===== src/rtl/sjfq_pkg.sv =====
`default_nettype none

package sjfq_pkg;

    // task slots follow from the width of the task index
    localparam int TASK_W     = 4;
    localparam int NUM_SLOTS  = 1 << TASK_W;
    localparam int Q_W        = 24;
    localparam int FRAC_W     = 8;
    localparam int BURST_W    = 16;
    localparam int ALPHA_W    = 9;
    localparam int ACC_W      = 32;
    localparam int CNT_OUT_W  = 5;
    localparam int CFG_IDX_W  = 2;
    localparam int CFG_DATA_W = 16;

    localparam logic [ALPHA_W-1:0] ALPHA_ONE = 9'd256;

    // command codes
    localparam logic [1:0] CMD_ENQUEUE = 2'd0;
    localparam logic [1:0] CMD_DEQUEUE = 2'd1;
    localparam logic [1:0] CMD_BURST   = 2'd2;
    localparam logic [1:0] CMD_NOP     = 2'd3;

    // status codes
    localparam logic [1:0] STS_OK    = 2'd0;
    localparam logic [1:0] STS_EMPTY = 2'd1;
    localparam logic [1:0] STS_FULL  = 2'd2;

    // configuration register indexes
    localparam logic [CFG_IDX_W-1:0] CFG_SJF_MODE      = 2'd0;
    localparam logic [CFG_IDX_W-1:0] CFG_ALPHA_Q8      = 2'd1;
    localparam logic [CFG_IDX_W-1:0] CFG_BASE_ESTIMATE = 2'd2;

    typedef struct packed {
        logic [1:0]         command;
        logic [TASK_W-1:0]  task_index;
        logic [BURST_W-1:0] burst_length;
    } sjfq_cmd_t;

    typedef struct packed {
        logic [TASK_W-1:0]    head_index;
        logic [1:0]           status;
        logic [CNT_OUT_W-1:0] queue_count;
    } sjfq_rsp_t;

    typedef struct packed {
        logic en;
        logic clear;
    } sjfq_mac_ctl_t;

    typedef enum logic [3:0] {
        ST_IDLE,
        ST_DECODE,
        ST_DEQ_RD,
        ST_DEQ_LOAD,
        ST_EST_RD,
        ST_EST_MUL_OLD,
        ST_EST_MUL_BURST,
        ST_EST_WR,
        ST_SCAN_RD,
        ST_SCAN_EST,
        ST_SCAN_CMP,
        ST_SHIFT_RD,
        ST_SHIFT_WR,
        ST_FINISH
    } sjfq_state_t;

endpackage

`default_nettype wire


===== src/rtl/sjfq_mac.sv =====
`default_nettype none

module sjfq_mac
    import sjfq_pkg::*;
(
    input  wire logic              clk,
    input  wire sjfq_mac_ctl_t     ctl,
    input  wire logic [Q_W-1:0]    opa,
    input  wire logic [ALPHA_W-1:0] opb,
    output logic      [ACC_W-1:0]  acc
);

    logic [Q_W+ALPHA_W-1:0] prod;
    logic [ACC_W-1:0]       acc_reg;
    logic [ACC_W-1:0]       acc_next;

    // one weighted term per cycle while enabled, summed into the accumulator or starting a new sum on clear
    always_comb
    begin
        prod     = (Q_W+ALPHA_W)'(opa) * (Q_W+ALPHA_W)'(opb);
        acc_next = (ctl.clear ? '0 : acc_reg) + prod[ACC_W-1:0];
    end

    always_ff @(posedge clk)
    begin
        if (ctl.en)
        begin
            acc_reg <= acc_next;
        end
    end

    assign acc = acc_reg;

endmodule

`default_nettype wire


===== src/rtl/sjfq_table.sv =====
`default_nettype none

module sjfq_table
    import sjfq_pkg::*;
(
    input  wire logic              clk,
    input  wire logic              rst_n,
    input  wire logic              clear,
    input  wire logic [Q_W-1:0]    fill,
    input  wire logic              re,
    input  wire logic [TASK_W-1:0] raddr,
    input  wire logic              we,
    input  wire logic [TASK_W-1:0] waddr,
    input  wire logic [Q_W-1:0]    wdata,
    output logic      [Q_W-1:0]    rdata
);

    logic [Q_W-1:0]       mem [NUM_SLOTS];
    logic [NUM_SLOTS-1:0] vld_reg;
    logic [NUM_SLOTS-1:0] vld_next;
    logic [Q_W-1:0]       rd_data_reg;
    logic                 rd_vld_reg;

    // an entry not written since the last clear or reset reads as the fill value
    always_comb
    begin
        vld_next = vld_reg;
        if (clear)
        begin
            vld_next = '0;
        end
        else if (we)
        begin
            vld_next[waddr] = 1'b1;
        end
    end

    always_ff @(posedge clk or negedge rst_n)
    begin
        if (!rst_n)
        begin
            vld_reg    <= '0;
            rd_vld_reg <= 1'b0;
        end
        else
        begin
            vld_reg <= vld_next;
            if (re)
            begin
                rd_vld_reg <= vld_reg[raddr];
            end
        end
    end

    // storage, registered read
    always_ff @(posedge clk)
    begin
        if (we)
        begin
            mem[waddr] <= wdata;
        end
        if (re)
        begin
            rd_data_reg <= mem[raddr];
        end
    end

    assign rdata = rd_vld_reg ? rd_data_reg : fill;

endmodule

`default_nettype wire


===== src/rtl/sjfq_ram.sv =====
`default_nettype none

module sjfq_ram #(
    parameter int DEPTH = 16,
    parameter int AW    = 4,
    parameter int DW    = 4
) (
    input  wire logic          clk,
    input  wire logic          re,
    input  wire logic [AW-1:0] raddr,
    input  wire logic          we,
    input  wire logic [AW-1:0] waddr,
    input  wire logic [DW-1:0] wdata,
    output logic      [DW-1:0] rdata
);

    logic [DW-1:0] mem [DEPTH];
    logic [DW-1:0] rd_data_reg;

    always_ff @(posedge clk)
    begin
        if (we)
        begin
            mem[waddr] <= wdata;
        end
        if (re)
        begin
            rd_data_reg <= mem[raddr];
        end
    end

    assign rdata = rd_data_reg;

endmodule

`default_nettype wire


===== src/rtl/sjf_ready_queue_unit.sv =====
// Each item runs to its result before the next is taken. An ordered enqueue scans the
// queue from the head through the order memory, comparing each queued estimate with the new
// one until a larger queued estimate ends the scan, then moves later entries back one slot.
// A new item is taken only once the previous result is registered and the unit is idle.
// Reset: queue empty, registers to FIFO mode, alpha 128, base 0; tables read as base.
`default_nettype none

module sjf_ready_queue_unit
    import sjfq_pkg::*;
#(
    parameter int MAX_TASKS = 16
) (
    input  wire logic                  clk,
    input  wire logic                  rst_n,
    input  wire logic                  cmd_valid,
    output logic                       cmd_ready,
    input  wire sjfq_cmd_t             cmd,
    output logic                       rsp_valid,
    input  wire logic                  rsp_ready,
    output sjfq_rsp_t                  rsp,
    input  wire logic                  cfg_we,
    input  wire logic [CFG_IDX_W-1:0]  cfg_index,
    input  wire logic [CFG_DATA_W-1:0] cfg_data
);

    localparam int QIW = $clog2(MAX_TASKS);
    localparam int LW  = $clog2(MAX_TASKS + 1);

    // queue position to physical slot of the circular order memory
    function automatic logic [QIW-1:0] phys(input logic [QIW-1:0] base,
                                            input logic [LW-1:0]  off);
        logic [LW:0] sum;
        sum = (LW+1)'(base) + (LW+1)'(off);
        if (sum >= (LW+1)'(MAX_TASKS))
        begin
            sum = sum - (LW+1)'(MAX_TASKS);
        end
        return sum[QIW-1:0];
    endfunction

    sjfq_state_t         state_reg, state_next;
    sjfq_cmd_t           item_reg, item_next;
    logic [LW-1:0]       len_reg, len_next;
    logic [QIW-1:0]      hd_reg, hd_next;
    logic [TASK_W-1:0]   head_reg, head_next;
    logic [TASK_W-1:0]   taken_reg, taken_next;
    logic                deq_ok_reg, deq_ok_next;
    logic [1:0]          status_reg, status_next;
    logic [LW-1:0]       pos_reg, pos_next;
    logic [LW-1:0]       idx_reg, idx_next;
    logic [Q_W-1:0]      new_est_reg, new_est_next;
    sjfq_rsp_t           rsp_reg, rsp_next;
    logic                rsp_valid_reg, rsp_valid_next;

    logic                sjf_mode_reg;
    logic [ALPHA_W-1:0]  alpha_reg;
    logic [BURST_W-1:0]  base_reg;

    logic [TASK_W-1:0]   t;
    logic                t_ok;
    logic                q_empty;
    logic                q_full;
    logic                rsp_load;
    logic                tbl_clear;
    logic [Q_W-1:0]      fill;
    logic [ALPHA_W-1:0]  alpha_sat;
    logic [Q_W-1:0]      est_calc;
    logic [QIW-1:0]      addr_pos;
    logic [QIW-1:0]      addr_idx;
    logic [QIW-1:0]      addr_idx_m1;
    logic [QIW-1:0]      addr_adv;

    logic                est_re, est_we;
    logic [TASK_W-1:0]   est_raddr;
    logic [Q_W-1:0]      est_rdata;
    logic                bur_re, bur_we;
    logic [TASK_W-1:0]   bur_waddr;
    logic [Q_W-1:0]      bur_wdata;
    logic [Q_W-1:0]      bur_rdata;
    logic                ord_re, ord_we;
    logic [QIW-1:0]      ord_raddr, ord_waddr;
    logic [TASK_W-1:0]   ord_wdata;
    logic [TASK_W-1:0]   ord_rdata;
    sjfq_mac_ctl_t       mac_ctl;
    logic [Q_W-1:0]      mac_opa;
    logic [ALPHA_W-1:0]  mac_opb;
    logic [ACC_W-1:0]    mac_acc;

    // common conditions
    assign t           = item_reg.task_index;
    assign t_ok        = 32'(t) < MAX_TASKS;
    assign q_empty     = len_reg == '0;
    assign q_full      = len_reg == LW'(MAX_TASKS);
    assign fill        = {base_reg, {FRAC_W{1'b0}}};
    assign alpha_sat   = (alpha_reg > ALPHA_ONE) ? ALPHA_ONE : alpha_reg;
    assign est_calc    = mac_acc[ACC_W-1:ACC_W-Q_W];
    assign addr_pos    = phys(hd_reg, pos_reg);
    assign addr_idx    = phys(hd_reg, idx_reg);
    assign addr_idx_m1 = phys(hd_reg, idx_reg - 1'b1);
    assign addr_adv    = phys(hd_reg, LW'(1));
    assign rsp_load    = (state_reg == ST_FINISH) && (!rsp_valid_reg || rsp_ready);
    assign tbl_clear   = cfg_we && (cfg_index == CFG_BASE_ESTIMATE);

    // configuration registers
    always_ff @(posedge clk or negedge rst_n)
    begin
        if (!rst_n)
        begin
            sjf_mode_reg <= 1'b0;
            alpha_reg    <= 9'd128;
            base_reg     <= '0;
        end
        else if (cfg_we)
        begin
            case (cfg_index)
                CFG_SJF_MODE:      sjf_mode_reg <= cfg_data[0];
                CFG_ALPHA_Q8:      alpha_reg    <= cfg_data[ALPHA_W-1:0];
                CFG_BASE_ESTIMATE: base_reg     <= cfg_data;
                default:           ;
            endcase
        end
    end

    // sequencer next state
    always_comb
    begin
        state_next = state_reg;
        case (state_reg)
            ST_IDLE:
            begin
                if (cmd_valid)
                begin
                    state_next = ST_DECODE;
                end
            end
            ST_DECODE:
            begin
                state_next = ST_FINISH;
                case (item_reg.command)
                    CMD_ENQUEUE:
                    begin
                        if (t_ok && !q_full)
                        begin
                            state_next = sjf_mode_reg ? ST_EST_RD : ST_SHIFT_RD;
                        end
                    end
                    CMD_DEQUEUE:
                    begin
                        if (len_reg > LW'(1))
                        begin
                            state_next = ST_DEQ_RD;
                        end
                    end
                    default: ;
                endcase
            end
            ST_DEQ_RD:        state_next = ST_DEQ_LOAD;
            ST_DEQ_LOAD:      state_next = ST_FINISH;
            ST_EST_RD:        state_next = ST_EST_MUL_OLD;
            ST_EST_MUL_OLD:   state_next = ST_EST_MUL_BURST;
            ST_EST_MUL_BURST: state_next = ST_EST_WR;
            ST_EST_WR:        state_next = ST_SCAN_RD;
            ST_SCAN_RD:
            begin
                state_next = (pos_reg == len_reg) ? ST_SHIFT_RD : ST_SCAN_EST;
            end
            ST_SCAN_EST:      state_next = ST_SCAN_CMP;
            ST_SCAN_CMP:
            begin
                state_next = (new_est_reg < est_rdata) ? ST_SHIFT_RD : ST_SCAN_RD;
            end
            ST_SHIFT_RD:
            begin
                state_next = (idx_reg == pos_reg) ? ST_FINISH : ST_SHIFT_WR;
            end
            ST_SHIFT_WR:      state_next = ST_SHIFT_RD;
            ST_FINISH:
            begin
                if (rsp_load)
                begin
                    state_next = ST_IDLE;
                end
            end
            default:          state_next = ST_IDLE;
        endcase
    end

    // memory and arithmetic unit controls
    always_comb
    begin
        cmd_ready = state_reg == ST_IDLE;
        est_re    = 1'b0;
        est_raddr = t;
        est_we    = 1'b0;
        bur_re    = 1'b0;
        bur_we    = 1'b0;
        bur_waddr = t;
        bur_wdata = {item_reg.burst_length, {FRAC_W{1'b0}}};
        ord_re    = 1'b0;
        ord_raddr = addr_pos;
        ord_we    = 1'b0;
        ord_waddr = addr_pos;
        ord_wdata = t;
        mac_ctl   = '{en: 1'b0, clear: 1'b0};
        mac_opa   = est_rdata;
        mac_opb   = alpha_sat;
        case (state_reg)
            ST_DECODE:
            begin
                if (item_reg.command == CMD_BURST && t_ok)
                begin
                    bur_we = 1'b1;
                end
                else if (item_reg.command == CMD_DEQUEUE && !q_empty && sjf_mode_reg)
                begin
                    bur_we    = 1'b1;
                    bur_waddr = head_reg;
                    bur_wdata = '0;
                end
            end
            ST_DEQ_RD:
            begin
                ord_re    = 1'b1;
                ord_raddr = hd_reg;
            end
            ST_EST_RD:
            begin
                est_re = 1'b1;
                bur_re = 1'b1;
            end
            ST_EST_MUL_OLD:
            begin
                mac_ctl = '{en: 1'b1, clear: 1'b1};
            end
            ST_EST_MUL_BURST:
            begin
                mac_ctl = '{en: 1'b1, clear: 1'b0};
                mac_opa = bur_rdata;
                mac_opb = ALPHA_ONE - alpha_sat;
            end
            ST_EST_WR:
            begin
                est_we = 1'b1;
            end
            ST_SCAN_RD:
            begin
                ord_re = pos_reg != len_reg;
            end
            ST_SCAN_EST:
            begin
                est_re    = 1'b1;
                est_raddr = ord_rdata;
            end
            ST_SHIFT_RD:
            begin
                if (idx_reg == pos_reg)
                begin
                    ord_we = 1'b1;
                end
                else
                begin
                    ord_re    = 1'b1;
                    ord_raddr = addr_idx_m1;
                end
            end
            ST_SHIFT_WR:
            begin
                ord_we    = 1'b1;
                ord_waddr = addr_idx;
                ord_wdata = ord_rdata;
            end
            default: ;
        endcase
    end

    // queue bookkeeping and result registers
    always_comb
    begin
        item_next      = item_reg;
        len_next       = len_reg;
        hd_next        = hd_reg;
        head_next      = head_reg;
        taken_next     = taken_reg;
        deq_ok_next    = deq_ok_reg;
        status_next    = status_reg;
        pos_next       = pos_reg;
        idx_next       = idx_reg;
        new_est_next   = new_est_reg;
        rsp_next       = rsp_reg;
        rsp_valid_next = rsp_valid_reg && !rsp_ready;
        case (state_reg)
            ST_IDLE:
            begin
                if (cmd_valid)
                begin
                    item_next   = cmd;
                    status_next = STS_OK;
                    deq_ok_next = 1'b0;
                end
            end
            ST_DECODE:
            begin
                pos_next = len_reg;
                idx_next = len_reg;
                case (item_reg.command)
                    CMD_ENQUEUE:
                    begin
                        if (t_ok && q_full)
                        begin
                            status_next = STS_FULL;
                        end
                    end
                    CMD_DEQUEUE:
                    begin
                        if (q_empty)
                        begin
                            status_next = STS_EMPTY;
                        end
                        else
                        begin
                            taken_next  = head_reg;
                            deq_ok_next = 1'b1;
                            hd_next     = addr_adv;
                            len_next    = len_reg - 1'b1;
                        end
                    end
                    default: ;
                endcase
            end
            ST_DEQ_LOAD:
            begin
                head_next = ord_rdata;
            end
            ST_EST_WR:
            begin
                new_est_next = est_calc;
                pos_next     = '0;
            end
            ST_SCAN_CMP:
            begin
                if (!(new_est_reg < est_rdata))
                begin
                    pos_next = pos_reg + 1'b1;
                end
            end
            ST_SHIFT_RD:
            begin
                if (idx_reg == pos_reg)
                begin
                    len_next = len_reg + 1'b1;
                    if (pos_reg == '0)
                    begin
                        head_next = t;
                    end
                end
            end
            ST_SHIFT_WR:
            begin
                idx_next = idx_reg - 1'b1;
            end
            ST_FINISH:
            begin
                if (rsp_load)
                begin
                    rsp_next.head_index  = deq_ok_reg ? taken_reg :
                                           (q_empty ? '0 : head_reg);
                    rsp_next.status      = status_reg;
                    rsp_next.queue_count = CNT_OUT_W'(len_reg);
                    rsp_valid_next       = 1'b1;
                end
            end
            default: ;
        endcase
    end

    // control state
    always_ff @(posedge clk or negedge rst_n)
    begin
        if (!rst_n)
        begin
            state_reg     <= ST_IDLE;
            len_reg       <= '0;
            hd_reg        <= '0;
            rsp_valid_reg <= 1'b0;
        end
        else
        begin
            state_reg     <= state_next;
            len_reg       <= len_next;
            hd_reg        <= hd_next;
            rsp_valid_reg <= rsp_valid_next;
        end
    end

    // payload state
    always_ff @(posedge clk)
    begin
        item_reg    <= item_next;
        head_reg    <= head_next;
        taken_reg   <= taken_next;
        deq_ok_reg  <= deq_ok_next;
        status_reg  <= status_next;
        pos_reg     <= pos_next;
        idx_reg     <= idx_next;
        new_est_reg <= new_est_next;
        rsp_reg     <= rsp_next;
    end

    // estimate table
    sjfq_table u_est_table (
        .clk   (clk),
        .rst_n (rst_n),
        .clear (tbl_clear),
        .fill  (fill),
        .re    (est_re),
        .raddr (est_raddr),
        .we    (est_we),
        .waddr (t),
        .wdata (est_calc),
        .rdata (est_rdata)
    );

    // last burst table
    sjfq_table u_burst_table (
        .clk   (clk),
        .rst_n (rst_n),
        .clear (tbl_clear),
        .fill  (fill),
        .re    (bur_re),
        .raddr (t),
        .we    (bur_we),
        .waddr (bur_waddr),
        .wdata (bur_wdata),
        .rdata (bur_rdata)
    );

    // circular queue of task indices
    sjfq_ram #(
        .DEPTH (MAX_TASKS),
        .AW    (QIW),
        .DW    (TASK_W)
    ) u_order_ram (
        .clk   (clk),
        .re    (ord_re),
        .raddr (ord_raddr),
        .we    (ord_we),
        .waddr (ord_waddr),
        .wdata (ord_wdata),
        .rdata (ord_rdata)
    );

    // shared multiply-accumulate for the estimate blend
    sjfq_mac u_mac (
        .clk (clk),
        .ctl (mac_ctl),
        .opa (mac_opa),
        .opb (mac_opb),
        .acc (mac_acc)
    );

    assign rsp       = rsp_reg;
    assign rsp_valid = rsp_valid_reg;

endmodule

`default_nettype wire


===== config.mk =====
export PLATFORM = sky130hd
export DESIGN_NAME = sjf_ready_queue_unit
export DESIGN_NICKNAME = d
export VERILOG_FILES = /design/src/rtl/sjfq_pkg.sv /design/src/rtl/sjfq_mac.sv /design/src/rtl/sjfq_table.sv /design/src/rtl/sjfq_ram.sv /design/src/rtl/sjf_ready_queue_unit.sv
export SDC_FILE = /design/constraint.sdc
export NUM_CORES = 2
export LEC_CHECK = 0
export BUFFER_PORTS_ARGS = -buffer_cell sky130_fd_sc_hd__buf_4
export CORE_MARGIN = 2
export CORE_UTILIZATION = 30
export DETAILED_ROUTE_END_ITERATION = 6
export PLACE_DENSITY = 0.52
export RECOVER_POWER = 25
export REMOVE_ABC_BUFFERS = 1
export SYNTH_ARGS = -nofsm -noshare
export SYNTH_HDL_FRONTEND = slang
export SYNTH_SLANG_ARGS = --single-unit

===== constraint.sdc =====
create_clock -name clk -period 20.1 [get_ports clk]
set_input_delay 4.02 -clock clk [delete_from_list [all_inputs] [get_ports clk]]
set_output_delay 4.02 -clock clk [all_outputs]
set_load 0.02 [all_outputs]

## Yosys cells after proc, flatten, opt, wreduce, memory -nomap -nowiden

Memories as Yosys holds them, arrays and structs flattened. A register that Yosys moved wholly into a read port is not among the register bits.
Index checks and enable logic that the tools add are counted.

| word-level totals | value |
|---|---|
| flip-flop bits (word level) | 184 |
| RAM bits | 832 |
| input port bits | 45 |
| logic and storage cells | 208 |
| memories | 3 |

| cells by class | value |
|---|---|
| add/subtract/negate cells | 14 |
| $mul | 1 |
| magnitude comparators | 12 |
| equality and inequality tests | 31 |
| mux-type cells | 83 |
| bitwise gates (word level) | 3 |
| reductions and logical operators | 36 |

Memory list:

| memory | depth | width | read ports | clocked after memory_dff | wr ports | RTL line | RTL |
|---|---|---|---|---|---|---|---|
| u_burst_table.mem | 16 | 24 | 1 | 1 | 1 | sjfq_table.sv:18 | `logic [Q_W-1:0] mem [NUM_SLOTS];` |
| u_est_table.mem | 16 | 24 | 1 | 1 | 1 | sjfq_table.sv:18 |  |
| u_order_ram.mem | 16 | 4 | 1 | 1 | 1 | sjfq_ram.sv:17 | `logic [DW-1:0] mem [DEPTH];` |

Operators by type and width:

| kind | number |
|---|---|
| two-way mux 24 bit | 6 |
| two-way mux 4 bit | 20 |
| two-way mux 16 bit | 4 |
| case mux 4 bit (14 select lines) | 1 |
| adder 32 bit | 1 |
| multiplier 24 x 9 -> 32 bit | 1 |
| two-way mux 32 bit | 1 |
| OR 16 bit | 2 |
| == test 4 bit, second input constant | 6 |
| less-than comparator 24 bit | 1 |
| two-way mux 1 bit | 24 |
| case mux 4 bit (2 select lines) | 3 |
| two-way mux 5 bit | 4 |
| case mux 5 bit (2 select lines) | 2 |
| adder 4 x 5 -> 6 bit | 3 |
| greater-or-equal comparator 6 x 5 -> 1 bit, second input constant | 3 |
| two-way mux 9 bit | 2 |
| == test 4 x 3 -> 1 bit, second input constant | 4 |
| subtractor 4 x 1 -> 4 bit, second input constant | 4 |
| less-than comparator 4 x 5 -> 1 bit, second input constant | 3 |
| case mux 5 bit (3 select lines) | 1 |
| != test 2 bit, second input constant | 7 |
| AND reduction 2 bit | 7 |
| case mux 2 bit (2 select lines) | 3 |
| other kinds (35) | 67 |

## Longest topological paths before layout

| logic depth | value |
|---|---|
| depth in word-level cells | 14 |
| gate-level depth with buffers | 28 |
| depth with buffers taken out | 25 |

## Cells and area by module

A second synthesis with hierarchy kept.

| unflattened totals | value |
|---|---|
| cells, all modules | 3,038 |
| area, all modules | 50,412.1 sq um |

By module, submodules not included:

| module | times used | cells an instance | area each (sq um) | seq. area each (sq um) |
|---|---|---|---|---|
| sjfq_table (u_burst_table) | 1 | 665 | 16,204.3 | 12,677.2 |
| sjfq_table (u_est_table) | 1 | 665 | 16,176.8 | 12,677.2 |
| sjfq_mac | 1 | 914 | 8,632.0 | 960.9 |
| sjf_ready_queue_unit | 1 | 664 | 6,692.7 | 3,344.5 |
| sjfq_ram | 1 | 130 | 2,706.3 | 2,042.0 |

## Least setup slack after synthesis

Ideal clock, no wire load.

| timing path | value |
|---|---|
| path type | register to register |
| start | register alpha_reg[8] |
| end | register u_mac.acc_reg[31] (netlist: u_mac.acc[31]), data pin |
| arrival | 6.312 ns |
| data required time | 19.834 ns |
| path slack | 13.522 ns |
| cell stages (with the launch flop) | 26 |
| path buffers | 2 |
| cells stage by stage | dfrtp_1 -> nor2b_1 -> inv_1 -> clkbuf_1 -> ha_1 -> o21ai_0 -> or2_1 -> mux2i_2 -> clkbuf_1 -> nor2_1 -> fa_1 -> fa_1 -> fa_1 -> fa_1 -> inv_1 -> fa_1 -> inv_1 -> ha_1 -> nand4_1 -> nor2_1 -> o31a_1 -> or2_1 -> a41oi_2 -> o31a_1 -> o41ai_1 -> xnor2_1 |

| between the ends | value |
|---|---|
| word-level cells in the longest chain between the ends | 6 |

Ends and longest elaborated chain:

| element | RTL line | RTL |
|---|---|---|
| start, declared | sjf_ready_queue_unit.sv:56 | `logic [ALPHA_W-1:0] alpha_reg;` |
| start signal, assigned | sjf_ready_queue_unit.sv:117 | `CFG_ALPHA_Q8: alpha_reg <= cfg_data[ALPHA_W-1:0];` |
| greater-than comparator 9 bit | sjf_ready_queue_unit.sv:95 | `assign alpha_sat = (alpha_reg > ALPHA_ONE) ? ALPHA_ONE : alpha_reg;` |
| two-way mux 9 bit (*) | sjf_ready_queue_unit.sv:95 |  |
| subtractor 9 bit | sjf_ready_queue_unit.sv:239 | `mac_opb = ALPHA_ONE - alpha_sat;` |
| two-way mux 9 bit (*) | sjf_ready_queue_unit.sv:207 | `case (state_reg)` |
| multiplier 24 x 9 -> 32 bit (*) | sjfq_mac.sv:20 | `prod = (Q_W+ALPHA_W)'(opa) * (Q_W+ALPHA_W)'(opb);` |
| adder 32 bit (*) | sjfq_mac.sv:21 | `acc_next = (ctl.clear ? '0 : acc_reg) + prod[ACC_W-1:0];` |
| net u_mac.acc_next[31] | sjfq_mac.sv:15 | `logic [ACC_W-1:0] acc_next;` |
| end signal, assigned | sjfq_mac.sv:28 | `acc_reg <= acc_next;` |
| end, declared | sjfq_mac.sv:14 | `logic [ACC_W-1:0] acc_reg;` |

The timed path passes the listed nets; every way through them passes the cells marked *.
A chain may end at the register's enable or synchronous reset.

## Worst setup path after layout

| timing path | value |
|---|---|
| start | register state_reg[2] |
| end | register u_mac.acc_reg[30] (netlist: u_mac.acc[30]), data pin |

| between the ends | value |
|---|---|
| word-level cells in the longest chain between the ends | 4 |
| elaborated cells between the ends (all ways) | 8 |
| those cells by class | add/sub (1); mul (1); eq/ne (2); mux (4) |

Ends and longest elaborated chain:

| element | RTL line | RTL |
|---|---|---|
| start, declared | sjf_ready_queue_unit.sv:41 | `sjfq_state_t state_reg, state_next;` |
| start signal, assigned | sjf_ready_queue_unit.sv:388 | `state_reg <= state_next;` |
| == test 4 x 3 -> 1 bit | sjf_ready_queue_unit.sv:207 |  |
| two-way mux 24 bit (tied with other cells) | sjf_ready_queue_unit.sv:207 |  |
| multiplier 24 x 9 -> 32 bit / two-way mux 32 bit (equally long branches) | sjfq_mac.sv:20, sjfq_mac.sv:21 |  |
| adder 32 bit (*) | sjfq_mac.sv:21 |  |
| net u_mac.acc_next[30] | sjfq_mac.sv:15 |  |

Marked as above.

==> results.json <==
{
  "status": "complete, but fails checks",
  "failed_checks": "capacitance limit, slew limit",
  "clkPwrFrac_pct": 18.8,
  "synth_ff_type": "edfxtp_1",
  "p_comb_share_pct": 51.0,
  "dieArea_um2": 153000,
  "yosys_register_bits": 932,
  "grt_antenna_before_repair": 6,
  "drcViolationCount": 0,
  "largest_reg_flops": 384,
  "final_util_pct": 34.4,
  "htreeDepth": 3,
  "r2r_setup_slack_ns": 12.21,
  "critPathLaunchType": "flip-flop",
  "rsz0062_at_grt": "false",
  "synthesis.instances": 2923,
  "hpwl_um": 73400,
  "cts_inserted_buffers": 93,
  "postCtsSetupRepairBufs": 0,
  "pin_count": 58,
  "fmaxAchievable_ghz": 0.127,
  "setup_viol": 0,
  "totalPowerFinal_w": 0.00962,
  "dr.pass1.iters": 5,
  "post_cts_resized": 0,
  "die_x_um": 392,
  "grt_pass1_vias": 25704,
  "cts_tree": "yes",
  "drv_cap": 1,
  "cts_sinks": 932,
  "leakage_nw": 18.4,
  "yosys.area.top_type": "edfxtp_1",
  "ys_types": 74,
  "netlist.area_leader.share_pct": 57.1,
  "p_per_area_nw_per_um2": 187,
  "p_seq_share_pct": 30.2,
  "hold_buffers": 0,
  "start_util_pct": 30.2,
  "grt_max_degree": 101,
  "vias": 24881,
  "clk_transition_reported_paths_ns": 0.06,
  "critPathRequiredTime_ns": 20.53,
  "clock_latency_ns": 0.71,
  "slew_violations": 30,
  "crit_arrival_ns": 8.32,
  "final_common_cell": "edfxtp_1",
  "tightest_slew_ns": 2.08,
  "clockBufferDepth": 3,
  "core_um2": 150000,
  "slew-limit-headroom_pct": -39.0,
  "synth_edf_count": 858,
  "top_regs": "u_est_table.mem x384, u_burst_table.mem x256, u_order_ram.mem x64",
  "syn_to_final_growth_pct": 14.0,
  "vdd_ir_drop_max_mv": 0.199,
  "seq_area_frac_synth_pct": 61.2,
  "final_cell_mix": "858 x edfxtp_1, 247 x nand2_1, 221 x inv_1, 190 x nor2_1, 185 x mux4_2",
  "antenna_cells": 0,
  "largest-register": "u_est_table.mem",
  "routed_wl_um": 118000,
  "swShare_pct": 40.9,
  "drive_above_1_share_pct": 18.3,
  "nets": 3343,
  "grt_pass1_wl_um": 176000,
  "wire_per_inst_um": 23.1,
  "hp-class": "flip-flop to flip-flop",
  "min_period_ns": 7.89,
  "final_antenna_net_count": 0,
  "clock_skew_ns": 0.0273,
  "rows": 142,
  "io_buffers": 57,
  "die-height_um": 392,
  "place.gp.congestion": 0.849,
  "critPathMaxFanout": 38,
  "track_usage_pct": 15.5,
  "min_period_over_period_pct": 39.3,
  "grt_overflow": 0,
  "end_kind": "flip-flop",
  "synthesis.area_um2": 45100,
  "setup_tns_ns": 0,
  "p_sw_w": 0.00393,
  "holdPathStages": 0,
  "critical_path_class": "flip-flop to flip-flop",
  "synthTopCellsByArea": "edfxtp_1 57%, mux4_2 9.2%, fa_1 8.2%, dfrtp_1 4.0%, ha_1 2.7%",
  "syn_area_per_cell_um2": 15.4,
  "viasPerCell": 4.87,
  "p_int_w": 0.00569,
  "cts_root_buf": "clkbuf_16",
  "drt_iter0_drc": 1938,
  "n_fill_cell": 14471,
  "synth-async-reset-ratio_pct": 7.94,
  "hold_viol": 0,
  "r2r_cells": 21,
  "yosys_warnings": 0
}
## final timing paths
kind                                                  start                        to
worst min-delay path            status_reg[1]$_SDFFCE_PN0P_          rsp[6]$_DFFE_PP_
max in group asynchronous                             rst_n  base_reg[14]$_DFFE_PN0P_
worst max register to register     state_reg[2]$_DFFE_PN0P_   u_mac.acc[30]$_DFFE_PP_
worst max-delay path               state_reg[2]$_DFFE_PN0P_   u_mac.acc[30]$_DFFE_PP_
worst min register to register  status_reg[1]$_SDFFCE_PN0P_          rsp[6]$_DFFE_PP_
min in group asynchronous                             rst_n  sjf_mode_reg$_DFFE_PN0P_
## through the flow
stage | instance area (µm²) | hold slack [ns] | worst slack [ns] | cells
global route | 51400 | 0.438 | 11.83 | 5111
global placement | 48300 | 0.406 | 12.40 | 4937
detailed placement | 48300 | 0.410 | 12.30 | 4937
finish | 51400 | 0.419 | 12.21 | 5111
floorplan | 44500 | 0.400 | 6.10 | 2794
CTS | 51400 | 0.425 | 12.27 | 5111
## routing by layer
metal	track usage, %	up-vias	share of wire, %
li1	-	10944	-
met3	2.51	140	4.9
met5	0	-	0.0059
met2	24.7	635	47
met1	22.4	13160	46
met4	3.30	2	2.0
## power groups by stage
stage                     clock, W  combinational (W)  sequential (W)
after floorplan                  0            0.00372         0.00281
after global placement           0            0.00489         0.00295
after detailed placement         0            0.00490         0.00295
after CTS                  0.00185            0.00495         0.00291
after global routing       0.00193            0.00553         0.00293
final                      0.00181            0.00491         0.00290
## logic make-up (layout without fill, tap and decap cells)
logic type | after synthesis | count (layout) | synth area share, %
buffers and inverters | 350 | 522 | 3.16
AND/OR/NAND/NOR | 681 | 681 | 6.89
multiplexers | 299 | 299 | 11.9
flip-flops | 932 | 932 | 61.2
adder cells (fa/ha/maj) | 282 | 282 | 10.9
AO/OA/AOI/OAI | 306 | 306 | 4.52
XOR/XNOR | 73 | 73 | 1.42
## synthesized netlist by cell type, types with 29 or more instances
master and number:
nand2b_1 34, ha_1 98, clkbuf_1 77, dfrtp_1 73
mux2i_1 68, o21ai_0 41, a211oi_1 38, edfxtp_1 858
fa_1 184, mux2_2 44, nand2_1 247, o21a_1 43
nor2_1 220, inv_1 221, and2_1 62, a21oi_1 55
xnor2_1 45, a31oi_1 32, buf_2 29, mux4_2 185
## layout make-up
class                           count  area [µm²]  area share [%]
Inverter                          221         830            1.61
Clock buffer                      113        2460            4.79
Multi-Input combinational cell   1641       16300            31.7
Clock inverter                     61         716            1.39
Tap cell                         2016        2520            4.91
Sequential cell                   932       27600            53.7
Timing Repair Buffer              127         971            1.89
## worst max-delay path, stage by stage (launching register included)
cell,delay (ns)
dfrtp_1,0.74
nand2b_1,0.32
nor2_4,0.16
buf_4,0.38
o21ai_1,0.20
xnor2_1,0.82
nor2_1,0.16
fa_1,0.57
fa_1,0.43
fa_1,0.46
fa_1,0.49
inv_1,0.05
fa_1,0.47
inv_1,0.04
ha_1,0.39
and4_1,0.33
nand4_1,0.26
a211oi_1,0.60
a21boi_1,0.27
o21ai_0,0.22
a21oi_1,0.10
xnor2_1,0.14
Note: power is estimated with default switching activity, not from simulation.
